File: src/hw/rtl/rip_pkg.sv
`default_nettype none

package rip_pkg;

   localparam int unsigned QUEUE_DEPTH = 4;

   localparam logic [5:0]  RESET_BASE = 6'd10;
   localparam logic [5:0]  BASE_HEX   = 6'd16;
   localparam logic [5:0]  BASE_BIN   = 6'd2;

   localparam logic [63:0] POS_LIMIT  = 64'h7FFF_FFFF_FFFF_FFFF;
   localparam logic [63:0] NEG_LIMIT  = 64'h8000_0000_0000_0000;

   localparam logic [7:0]  CHAR_SPACE  = 8'h20;
   localparam logic [7:0]  CHAR_TAB    = 8'h09;
   localparam logic [7:0]  CHAR_CR     = 8'h0D;
   localparam logic [7:0]  CHAR_PLUS   = 8'h2B;
   localparam logic [7:0]  CHAR_MINUS  = 8'h2D;
   localparam logic [7:0]  CHAR_ZERO   = 8'h30;
   localparam logic [7:0]  CHAR_NINE   = 8'h39;
   localparam logic [7:0]  CHAR_LOW_A  = 8'h61;
   localparam logic [7:0]  CHAR_LOW_Z  = 8'h7A;
   localparam logic [7:0]  CHAR_UP_A   = 8'h41;
   localparam logic [7:0]  CHAR_UP_Z   = 8'h5A;
   localparam logic [7:0]  CHAR_LOW_X  = 8'h78;
   localparam logic [7:0]  CHAR_LOW_B  = 8'h62;
   localparam logic [7:0]  CASE_BIT    = 8'h20;
   localparam logic [7:0]  LOW_OFFSET  = 8'h57;
   localparam logic [7:0]  UP_OFFSET   = 8'h37;

   typedef struct packed {
      logic       digit_ok;
      logic [5:0] digit_val;
      logic       space;
      logic       plus;
      logic       minus;
      logic       zero;
      logic       prefix;
      logic       has;
      logic       last;
      logic [5:0] radix;
   } item_type;

   typedef struct packed {
      logic full;
      logic empty;
   } qstat_type;

endpackage

`default_nettype wire

File: src/hw/rtl/rip_front.sv
`default_nettype none

module rip_front (
   input  wire logic               clock,
   input  wire logic               reset,
   input  wire logic [7:0]         req_text_byte,
   input  wire logic               req_has_byte,
   input  wire logic [5:0]         req_number_base,
   input  wire logic               req_last_byte,
   input  wire logic               req_push,
   input  wire rip_pkg::qstat_type q_stat,
   output logic                    q_push,
   output rip_pkg::item_type       q_item
);

   logic [5:0] base_ff, base_in;
   logic       in_text_ff, in_text_in;
   logic [5:0] base_w;
   logic [7:0] c_w, low_w, tmp_w;
   logic       alnum_w;

   assign q_push = req_push && !q_stat.full;
   assign c_w    = req_text_byte;
   assign low_w  = c_w | rip_pkg::CASE_BIT;
   assign base_w = in_text_ff ? base_ff : req_number_base;

   always_comb begin
      alnum_w = 1'b1;
      tmp_w   = c_w - rip_pkg::CHAR_ZERO;
      if (c_w >= rip_pkg::CHAR_ZERO && c_w <= rip_pkg::CHAR_NINE) begin
         tmp_w = c_w - rip_pkg::CHAR_ZERO;
      end else if (c_w >= rip_pkg::CHAR_LOW_A && c_w <= rip_pkg::CHAR_LOW_Z) begin
         tmp_w = c_w - rip_pkg::LOW_OFFSET;
      end else if (c_w >= rip_pkg::CHAR_UP_A && c_w <= rip_pkg::CHAR_UP_Z) begin
         tmp_w = c_w - rip_pkg::UP_OFFSET;
      end else begin
         alnum_w = 1'b0;
      end
   end

   always_comb begin
      q_item.digit_val = tmp_w[5:0];
      q_item.digit_ok  = alnum_w && (tmp_w[5:0] < base_w);
      q_item.space     = (c_w == rip_pkg::CHAR_SPACE) ||
                         (c_w >= rip_pkg::CHAR_TAB && c_w <= rip_pkg::CHAR_CR);
      q_item.plus      = (c_w == rip_pkg::CHAR_PLUS);
      q_item.minus     = (c_w == rip_pkg::CHAR_MINUS);
      q_item.zero      = (c_w == rip_pkg::CHAR_ZERO);
      q_item.prefix    = (base_w == rip_pkg::BASE_HEX && low_w == rip_pkg::CHAR_LOW_X) ||
                         (base_w == rip_pkg::BASE_BIN && low_w == rip_pkg::CHAR_LOW_B);
      q_item.has       = req_has_byte;
      q_item.last      = req_last_byte;
      q_item.radix     = base_w;
   end

   always_comb begin
      base_in    = base_ff;
      in_text_in = in_text_ff;
      if (q_push) begin
         base_in    = base_w;
         in_text_in = !req_last_byte;
      end
   end

   always_ff @(posedge clock) begin
      if (reset) begin
         base_ff    <= rip_pkg::RESET_BASE;
         in_text_ff <= 1'b0;
      end else begin
         base_ff    <= base_in;
         in_text_ff <= in_text_in;
      end
   end

endmodule

`default_nettype wire

File: src/hw/rtl/rip_queue.sv
`default_nettype none

module rip_queue #(
   parameter int unsigned DEPTH = rip_pkg::QUEUE_DEPTH
) (
   input  wire logic              clock,
   input  wire logic              reset,
   input  wire logic              push,
   input  wire rip_pkg::item_type wr_item,
   input  wire logic              pop,
   output rip_pkg::item_type      rd_item,
   output rip_pkg::qstat_type     stat
);

   localparam int unsigned PTR_W = (DEPTH > 1) ? $clog2(DEPTH) : 1;
   localparam int unsigned CNT_W = $clog2(DEPTH + 1);

   rip_pkg::item_type mem_ff [DEPTH];
   logic [PTR_W-1:0]  wr_ptr_ff, wr_ptr_in;
   logic [PTR_W-1:0]  rd_ptr_ff, rd_ptr_in;
   logic [CNT_W-1:0]  count_ff, count_in;
   logic              do_push, do_pop;

   assign stat.full  = (count_ff == CNT_W'(DEPTH));
   assign stat.empty = (count_ff == '0);
   assign do_push    = push && !stat.full;
   assign do_pop     = pop && !stat.empty;
   assign rd_item    = mem_ff[rd_ptr_ff];

   always_comb begin
      wr_ptr_in = wr_ptr_ff;
      rd_ptr_in = rd_ptr_ff;
      count_in  = count_ff;
      if (do_push) begin
         wr_ptr_in = (wr_ptr_ff == PTR_W'(DEPTH - 1)) ? '0 : wr_ptr_ff + 1'b1;
      end
      if (do_pop) begin
         rd_ptr_in = (rd_ptr_ff == PTR_W'(DEPTH - 1)) ? '0 : rd_ptr_ff + 1'b1;
      end
      if (do_push && !do_pop) begin
         count_in = count_ff + 1'b1;
      end else if (do_pop && !do_push) begin
         count_in = count_ff - 1'b1;
      end
   end

   always_ff @(posedge clock) begin
      if (do_push) begin
         mem_ff[wr_ptr_ff] <= wr_item;
      end
   end

   always_ff @(posedge clock) begin
      if (reset) begin
         wr_ptr_ff <= '0;
         rd_ptr_ff <= '0;
         count_ff  <= '0;
      end else begin
         wr_ptr_ff <= wr_ptr_in;
         rd_ptr_ff <= rd_ptr_in;
         count_ff  <= count_in;
      end
   end

endmodule

`default_nettype wire

File: src/hw/rtl/rip_back.sv
`default_nettype none

module rip_back (
   input  wire logic               clock,
   input  wire logic               reset,
   input  wire rip_pkg::item_type  q_item,
   input  wire rip_pkg::qstat_type q_stat,
   output logic                    q_pop,
   input  wire logic               rsp_pop,
   output logic                    rsp_empty,
   output logic                    rsp_parse_status,
   output logic signed [63:0]      rsp_signed_value,
   output logic                    rsp_signed_out_of_range,
   output logic [63:0]             rsp_unsigned_value,
   output logic                    rsp_unsigned_error
);

   typedef enum logic [5:0] {
      PH_LEAD   = 6'b000001,
      PH_SIGN   = 6'b000010,
      PH_PREFIX = 6'b000100,
      PH_DIGITS = 6'b001000,
      PH_TRAIL  = 6'b010000,
      PH_ERROR  = 6'b100000
   } phase_type;

   phase_type   phase_ff, phase_in;
   logic [63:0] acc_ff, acc_in;
   logic        neg_ff, neg_in;
   logic        ovf_ff, ovf_in;
   logic        seen_ff, seen_in;
   logic        lone_ff, lone_in;

   logic        out_full_ff, out_full_in;
   logic        out_valid_ff, out_valid_in;
   logic        out_neg_ff, out_neg_in;
   logic        out_ovf_ff, out_ovf_in;
   logic [63:0] out_mag_ff, out_mag_in;

   logic [69:0] prod_w;
   logic [70:0] sum_w;
   logic        sum_ovf_w;
   logic        out_free_w;
   logic        take_digit_w;

   assign out_free_w = !out_full_ff || rsp_pop;
   assign q_pop      = !q_stat.empty && (!q_item.last || out_free_w);

   assign prod_w    = {6'd0, acc_ff} * {64'd0, q_item.radix};
   assign sum_w     = {1'b0, prod_w} + {65'd0, q_item.digit_val};
   assign sum_ovf_w = |sum_w[70:64];

   always_comb begin
      phase_in     = phase_ff;
      acc_in       = acc_ff;
      neg_in       = neg_ff;
      ovf_in       = ovf_ff;
      seen_in      = seen_ff;
      lone_in      = lone_ff;
      take_digit_w = 1'b0;

      if (q_pop && q_item.has) begin
         case (phase_ff)
            PH_LEAD: begin
               if (q_item.space) begin
                  phase_in = PH_LEAD;
               end else if (q_item.plus || q_item.minus) begin
                  neg_in   = q_item.minus;
                  phase_in = PH_SIGN;
               end else if (q_item.digit_ok) begin
                  take_digit_w = 1'b1;
                  lone_in      = q_item.zero;
                  phase_in     = PH_DIGITS;
               end else begin
                  phase_in = PH_ERROR;
               end
            end
            PH_SIGN: begin
               if (q_item.digit_ok) begin
                  take_digit_w = 1'b1;
                  lone_in      = q_item.zero;
                  phase_in     = PH_DIGITS;
               end else begin
                  phase_in = PH_ERROR;
               end
            end
            PH_PREFIX: begin
               if (q_item.digit_ok) begin
                  take_digit_w = 1'b1;
                  phase_in     = PH_DIGITS;
               end else begin
                  phase_in = PH_ERROR;
               end
            end
            PH_DIGITS: begin
               if (lone_ff && q_item.prefix) begin
                  lone_in  = 1'b0;
                  seen_in  = 1'b0;
                  acc_in   = '0;
                  phase_in = PH_PREFIX;
               end else if (q_item.digit_ok) begin
                  lone_in      = 1'b0;
                  take_digit_w = 1'b1;
               end else if (q_item.space) begin
                  phase_in = PH_TRAIL;
               end else begin
                  phase_in = PH_ERROR;
               end
            end
            PH_TRAIL: begin
               if (!q_item.space) begin
                  phase_in = PH_ERROR;
               end
            end
            default: begin
               phase_in = PH_ERROR;
            end
         endcase
      end

      if (take_digit_w) begin
         seen_in = 1'b1;
         if (!ovf_ff) begin
            if (sum_ovf_w) begin
               ovf_in = 1'b1;
            end else begin
               acc_in = sum_w[63:0];
            end
         end
      end
   end

   always_comb begin
      out_full_in  = out_full_ff && !rsp_pop;
      out_valid_in = out_valid_ff;
      out_neg_in   = out_neg_ff;
      out_ovf_in   = out_ovf_ff;
      out_mag_in   = out_mag_ff;
      if (q_pop && q_item.last) begin
         out_full_in  = 1'b1;
         out_valid_in = seen_in && (phase_in == PH_DIGITS || phase_in == PH_TRAIL);
         out_neg_in   = neg_in;
         out_ovf_in   = ovf_in;
         out_mag_in   = acc_in;
      end
   end

   always_ff @(posedge clock) begin
      if (reset || (q_pop && q_item.last)) begin
         phase_ff <= PH_LEAD;
         acc_ff   <= '0;
         neg_ff   <= 1'b0;
         ovf_ff   <= 1'b0;
         seen_ff  <= 1'b0;
         lone_ff  <= 1'b0;
      end else begin
         phase_ff <= phase_in;
         acc_ff   <= acc_in;
         neg_ff   <= neg_in;
         ovf_ff   <= ovf_in;
         seen_ff  <= seen_in;
         lone_ff  <= lone_in;
      end
   end

   always_ff @(posedge clock) begin
      if (reset) begin
         out_full_ff <= 1'b0;
      end else begin
         out_full_ff <= out_full_in;
      end
   end

   always_ff @(posedge clock) begin
      out_valid_ff <= out_valid_in;
      out_neg_ff   <= out_neg_in;
      out_ovf_ff   <= out_ovf_in;
      out_mag_ff   <= out_mag_in;
   end

   assign rsp_empty = !out_full_ff;

   always_comb begin
      rsp_parse_status        = 1'b1;
      rsp_signed_value        = '0;
      rsp_signed_out_of_range = 1'b0;
      rsp_unsigned_value      = '0;
      rsp_unsigned_error      = 1'b1;
      if (out_valid_ff) begin
         rsp_parse_status   = 1'b0;
         rsp_unsigned_value = out_mag_ff;
         rsp_unsigned_error = out_neg_ff || out_ovf_ff;
         if (out_neg_ff) begin
            if (out_ovf_ff || (out_mag_ff[63] && (|out_mag_ff[62:0]))) begin
               rsp_signed_value        = rip_pkg::NEG_LIMIT;
               rsp_signed_out_of_range = 1'b1;
            end else begin
               rsp_signed_value = ~out_mag_ff + 64'd1;
            end
         end else begin
            if (out_ovf_ff || out_mag_ff[63]) begin
               rsp_signed_value        = rip_pkg::POS_LIMIT;
               rsp_signed_out_of_range = 1'b1;
            end else begin
               rsp_signed_value = out_mag_ff;
            end
         end
      end
   end

endmodule

`default_nettype wire

File: src/hw/rtl/radix_integer_text_parser.sv
`default_nettype none

// Channel   Direction  Handshake        Payload
// req_      in         push / full      text_byte, has_byte, number_base, last_byte
// rsp_      out        empty / pop      parse_status, signed_value, signed_out_of_range,
//                                       unsigned_value, unsigned_error
//
// One item per cycle unless a last item stalls: the back scanner's 64 by 6 bit multiply-add
// takes one digit a cycle. A result is registered for rsp_ as its last item leaves the queue.
// A last item waits at the queue head while the result register holds an untaken result.
// Synchronous reset empties the queue and the result register and sets the radix to ten.

module radix_integer_text_parser #(
   parameter int unsigned QUEUE_DEPTH = rip_pkg::QUEUE_DEPTH
) (
   input  wire logic               clock,
   input  wire logic               reset,
   input  wire logic [7:0]         req_text_byte,
   input  wire logic               req_has_byte,
   input  wire logic [5:0]         req_number_base,
   input  wire logic               req_last_byte,
   input  wire logic               req_push,
   output logic                    req_full,
   output logic                    rsp_empty,
   input  wire logic               rsp_pop,
   output logic                    rsp_parse_status,
   output logic signed [63:0]      rsp_signed_value,
   output logic                    rsp_signed_out_of_range,
   output logic [63:0]             rsp_unsigned_value,
   output logic                    rsp_unsigned_error
);

   rip_pkg::item_type  wr_item;
   rip_pkg::item_type  rd_item;
   rip_pkg::qstat_type q_stat;
   logic               q_push;
   logic               q_pop;

   assign req_full = q_stat.full;

   rip_front u_front (
      .clock           (clock),
      .reset           (reset),
      .req_text_byte   (req_text_byte),
      .req_has_byte    (req_has_byte),
      .req_number_base (req_number_base),
      .req_last_byte   (req_last_byte),
      .req_push        (req_push),
      .q_stat          (q_stat),
      .q_push          (q_push),
      .q_item          (wr_item)
   );

   rip_queue #(
      .DEPTH (QUEUE_DEPTH)
   ) u_queue (
      .clock   (clock),
      .reset   (reset),
      .push    (q_push),
      .wr_item (wr_item),
      .pop     (q_pop),
      .rd_item (rd_item),
      .stat    (q_stat)
   );

   rip_back u_back (
      .clock                   (clock),
      .reset                   (reset),
      .q_item                  (rd_item),
      .q_stat                  (q_stat),
      .q_pop                   (q_pop),
      .rsp_pop                 (rsp_pop),
      .rsp_empty               (rsp_empty),
      .rsp_parse_status        (rsp_parse_status),
      .rsp_signed_value        (rsp_signed_value),
      .rsp_signed_out_of_range (rsp_signed_out_of_range),
      .rsp_unsigned_value      (rsp_unsigned_value),
      .rsp_unsigned_error      (rsp_unsigned_error)
   );

endmodule

`default_nettype wire

File: config.mk
export PLATFORM = sky130hd
export DESIGN_NAME = radix_integer_text_parser
export DESIGN_NICKNAME = d
export VERILOG_FILES = /design/src/hw/rtl/rip_pkg.sv /design/src/hw/rtl/rip_front.sv /design/src/hw/rtl/rip_queue.sv /design/src/hw/rtl/rip_back.sv /design/src/hw/rtl/radix_integer_text_parser.sv
export SDC_FILE = /design/constraint.sdc
export NUM_CORES = 1
export LEC_CHECK = 0
export CORE_MARGIN = 10
export CORE_UTILIZATION = 45
export CTS_CLUSTER_DIAMETER = 100
export DETAILED_ROUTE_END_ITERATION = 7
export DONT_BUFFER_PORTS = 1
export SYNTH_ARGS = -nofsm -noshare
export SYNTH_HDL_FRONTEND = slang
export SYNTH_HIERARCHICAL = 1
export SYNTH_SLANG_ARGS = --single-unit
File: constraint.sdc
create_clock -name clock -period 6.8 [get_ports clock]
set_input_delay 2.04 -clock clock [delete_from_list [all_inputs] [get_ports clock]]
set_output_delay 2.04 -clock clock [all_outputs]
set_load 0.005 [all_outputs]
==> flow_summary.ini <==
[status]
status = completed

[route]
drtIter0Drc = 1771
antenna_left = 0
routedWlPerCell_um = 22.14
viasPerCell = 5.933
dr.pass1.iters = 6
vias = 21570
drc = 0
routed_wl_mm = 80.47

[layout]
diodes = 0
stdcell_area_sq_um = 30030
finish.utilization_pct = 51.75
register_area_sq_um = 6240
n_fill_cell = 5281
multi_input_area_sq_um = 19880
nNetsFinal = 3293
drive_gt1_share_pct = 13.48
area_growth_pct = 13.19
finalNonFillerCells = 3635

[synth]
synth_area_per_cell_sq_um = 9.412
synth_top_area_share_pct = 19.09
synthTopCellsByArea = fa_1, edfxtp_1, and2_1, ha_1, dfxtp_1
synthArstFlopShare_pct = 0
netlist_area_sq_um = 26530
ys_ff_latch = 238
ys_seq_area_share_pct = 23.50
yosysTopAreaCell = fa_1
ys_warn_count = 6
ys_types = 99
synth.most_common_cell = and2_1
ys_dominant_reg_cell = edfxtp_1
synth_nets = 3263
synth_edf_count = 147
ys_top_cells_by_count = and2_1, fa_1, nand2_1
syn_inst = 2819

[clock_network]
cts.reportedPaths.clkPinSlew_ps = 60
clock_path_buffers = 3
cts_tree = built
cts_sinks = 238
clk_latency_ps = 580
cts-root-buf = clkbuf_16
htreeDepth = 1
numCtsBuffers = 27

[floorplan]
rows = 88
coreArea_sq_um = 58030
dieArea_sq_um = 69070
dieWidth_um = 262.8
initial_utilization_pct = 45.72
io_pins = 153
die-height_um = 262.8

[sta]
setup_viol = 0
finalCriticalPeriod_ps = 6718
worst_hold_slack_ps = 474.4
clock.fmax_ghz = 0.1488
slew_headroom_pct = 19.20
period_share_pct = 98.80
skew_ps = 18.06
grt_setup_unrepaired = true
slew_violations = 0
hold_viol = 0
max_slew.worst_pin.slew_ps = 1182

[place]
dp_cells = 3556
placed_area_sq_um = 27950
hpwl_mm = 61.34
port_buffers = 0
globalplace.congestion = 0.9439

[power]
power.density_nw_per_um2 = 214.5
p_leak_nw = 13.11
ir_drop_mv = 0.2470

[worst_hold_path]
min_path_cells = 2
hold_class = reg -> reg

[global_route]
overflow = 0
grt_pass1_wl_mm = 124.5
grt_pass1_vias = 22190
antenna_found_initial = 0
grt_max_degree = 100
grt_use_total_pct = 21.97

[worst_setup_path]
cp-start-kind = flip-flop
crit_type = reg -> reg
cp_data_arrival_time_ps = 7130
crit_required_ps = 7220
cp-end-kind = flip-flop
reg2reg_depth = 22
path_max_fanout = 16

[flow_run]
max-cap-violations = 0
==> through the flow <==
stage               setup WS (ps)  setup TNS, ps  power [mW]
detailed placement         -249.5         -16750       4.542
CTS                         14.83              0       6.199
finish                      81.70              0       6.442
global route               -129.9          -7394       6.778
floorplan                   29.03              0       3.678
global placement           -70.05          -2547       4.492
==> worst max-delay path: stages (launching register included) <==
cell and delay, ps:
dfxtp_4 380, buf_12 130, mux4_2 570, buf_12 170, clkbuf_16 190, and2_1 170
fa_1 550, fa_1 430, fa_1 490, ha_1 310, ha_2 390, and3_2 240
o2111a_2 270, o31ai_4 90, a2111o_1 550, a31oi_4 240, xnor2_2 150, o2111ai_4 180
nor4_4 300, buf_6 230, buf_12 150, buf_6 120, mux2i_1 210
==> power breakdown <==
| group | total, mW | switching [mW] | leakage [nW] | internal [mW] |
|---|---|---|---|---|
| Sequential | 2.16 | 0.319 | 2.14 | 1.84 |
| Clock | 1.62 | 0.647 | 0.469 | 0.972 |
| Combinational | 2.66 | 1.73 | 10.5 | 0.934 |
| Total | 6.44 | 2.69 | 13.1 | 3.75 |
==> per-layer routing <==
metal	track usage (%)	share of wire (%)
met5	0	0
met4	6.708	3.2
met3	5.070	7.1
met2	35.52	47
met1	28.78	43
==> state kept, by name, indices dropped and copies added (netlist names), 2 cells and up, named ones only <==
register / flops
u_queue/rd_ptr_ff: 2
u_queue/count_ff: 3
u_queue/wr_ptr_ff: 2
u_back/phase_ff: 6
u_front/base_ff: 6
u_back/out_mag_ff: 64
u_back/acc_ff: 64
u_queue/mem_ff: 80
==> placed cells by master (no fill, tap or decap), types with 12 or more instances in the layout <==
cell type | Yosys | final
xnor2_1 | 46 | 45
inv_1 | 85 | 81
a21o_1 | 28 | 28
fa_1 | 253 | 252
buf_12 | 0 | 14
edfxtp_1 | 147 | 147
a21oi_1 | 166 | 151
o21ai_0 | 75 | 69
nand2_1 | 232 | 231
or2_2 | 16 | 16
o21ai_1 | 17 | 20
ha_4 | 0 | 14
a21oi_2 | 1 | 15
and3_1 | 18 | 17
buf_4 | 8 | 140
o22ai_1 | 16 | 16
o211ai_1 | 13 | 13
a2bb2oi_1 | 13 | 13
nand4_1 | 30 | 30
dfxtp_1 | 91 | 90
ha_1 | 171 | 150
o21a_1 | 16 | 16
nand2b_1 | 53 | 53
clkbuf_16 | 0 | 33
nor3_1 | 51 | 47
nand3_1 | 105 | 103
mux2i_1 | 142 | 134
nor2_1 | 150 | 145
xor2_1 | 32 | 31
o21bai_1 | 13 | 12
or3_1 | 20 | 20
mux4_2 | 20 | 20
a31oi_1 | 21 | 17
and2_1 | 445 | 440
a211oi_1 | 15 | 12
a311oi_1 | 23 | 21
==> cell families after synthesis <==
group / share of synthesized area (%)
compound gates: 11.47
flops: 23.50
fa+ha+maj: 27.15
buf+inv: 4.046
xor+xnor: 2.575
simple gates: 24.09
mux: 7.154
==> path summary, 6_finish.rpt <==
path,startpoint,to,slack (ps)
min,u_back/out_full_ff$_SDFF_PP0_,u_back/out_full_ff$_SDFF_PP0_,470
max,flip-flop,u_back/out_mag_ff[21]$_DFFE_PP_,80
min reg2reg,u_back/out_full_ff$_SDFF_PP0_,u_back/out_full_ff$_SDFF_PP0_,470
max reg2reg,flip-flop,u_back/out_mag_ff[21]$_DFFE_PP_,80
==> what timing repair did <==
| action | CTS | global route |
|---|---|---|
| endpoints found under the setup margin | 124 | 129 |
| setup buffers | 7 | 13 |
| cloned | 2 | 7 |
| hold buffers | 0 | 0 |
| pin swaps | 10 | 50 |
| gates resized for setup | 24 | 115 |
==> final cells by class <==
cell class                      instances  area share [%]
Multi-Input combinational cell       2326           66.20
Sequential cell                       238           20.78
Timing Repair Buffer                  170           5.441
Tap cell                              765           3.187
Clock buffer                           33           2.458
Inverter                               86           1.092
Clock inverter                         17          0.8458
(Power assumes the default switching activity.)
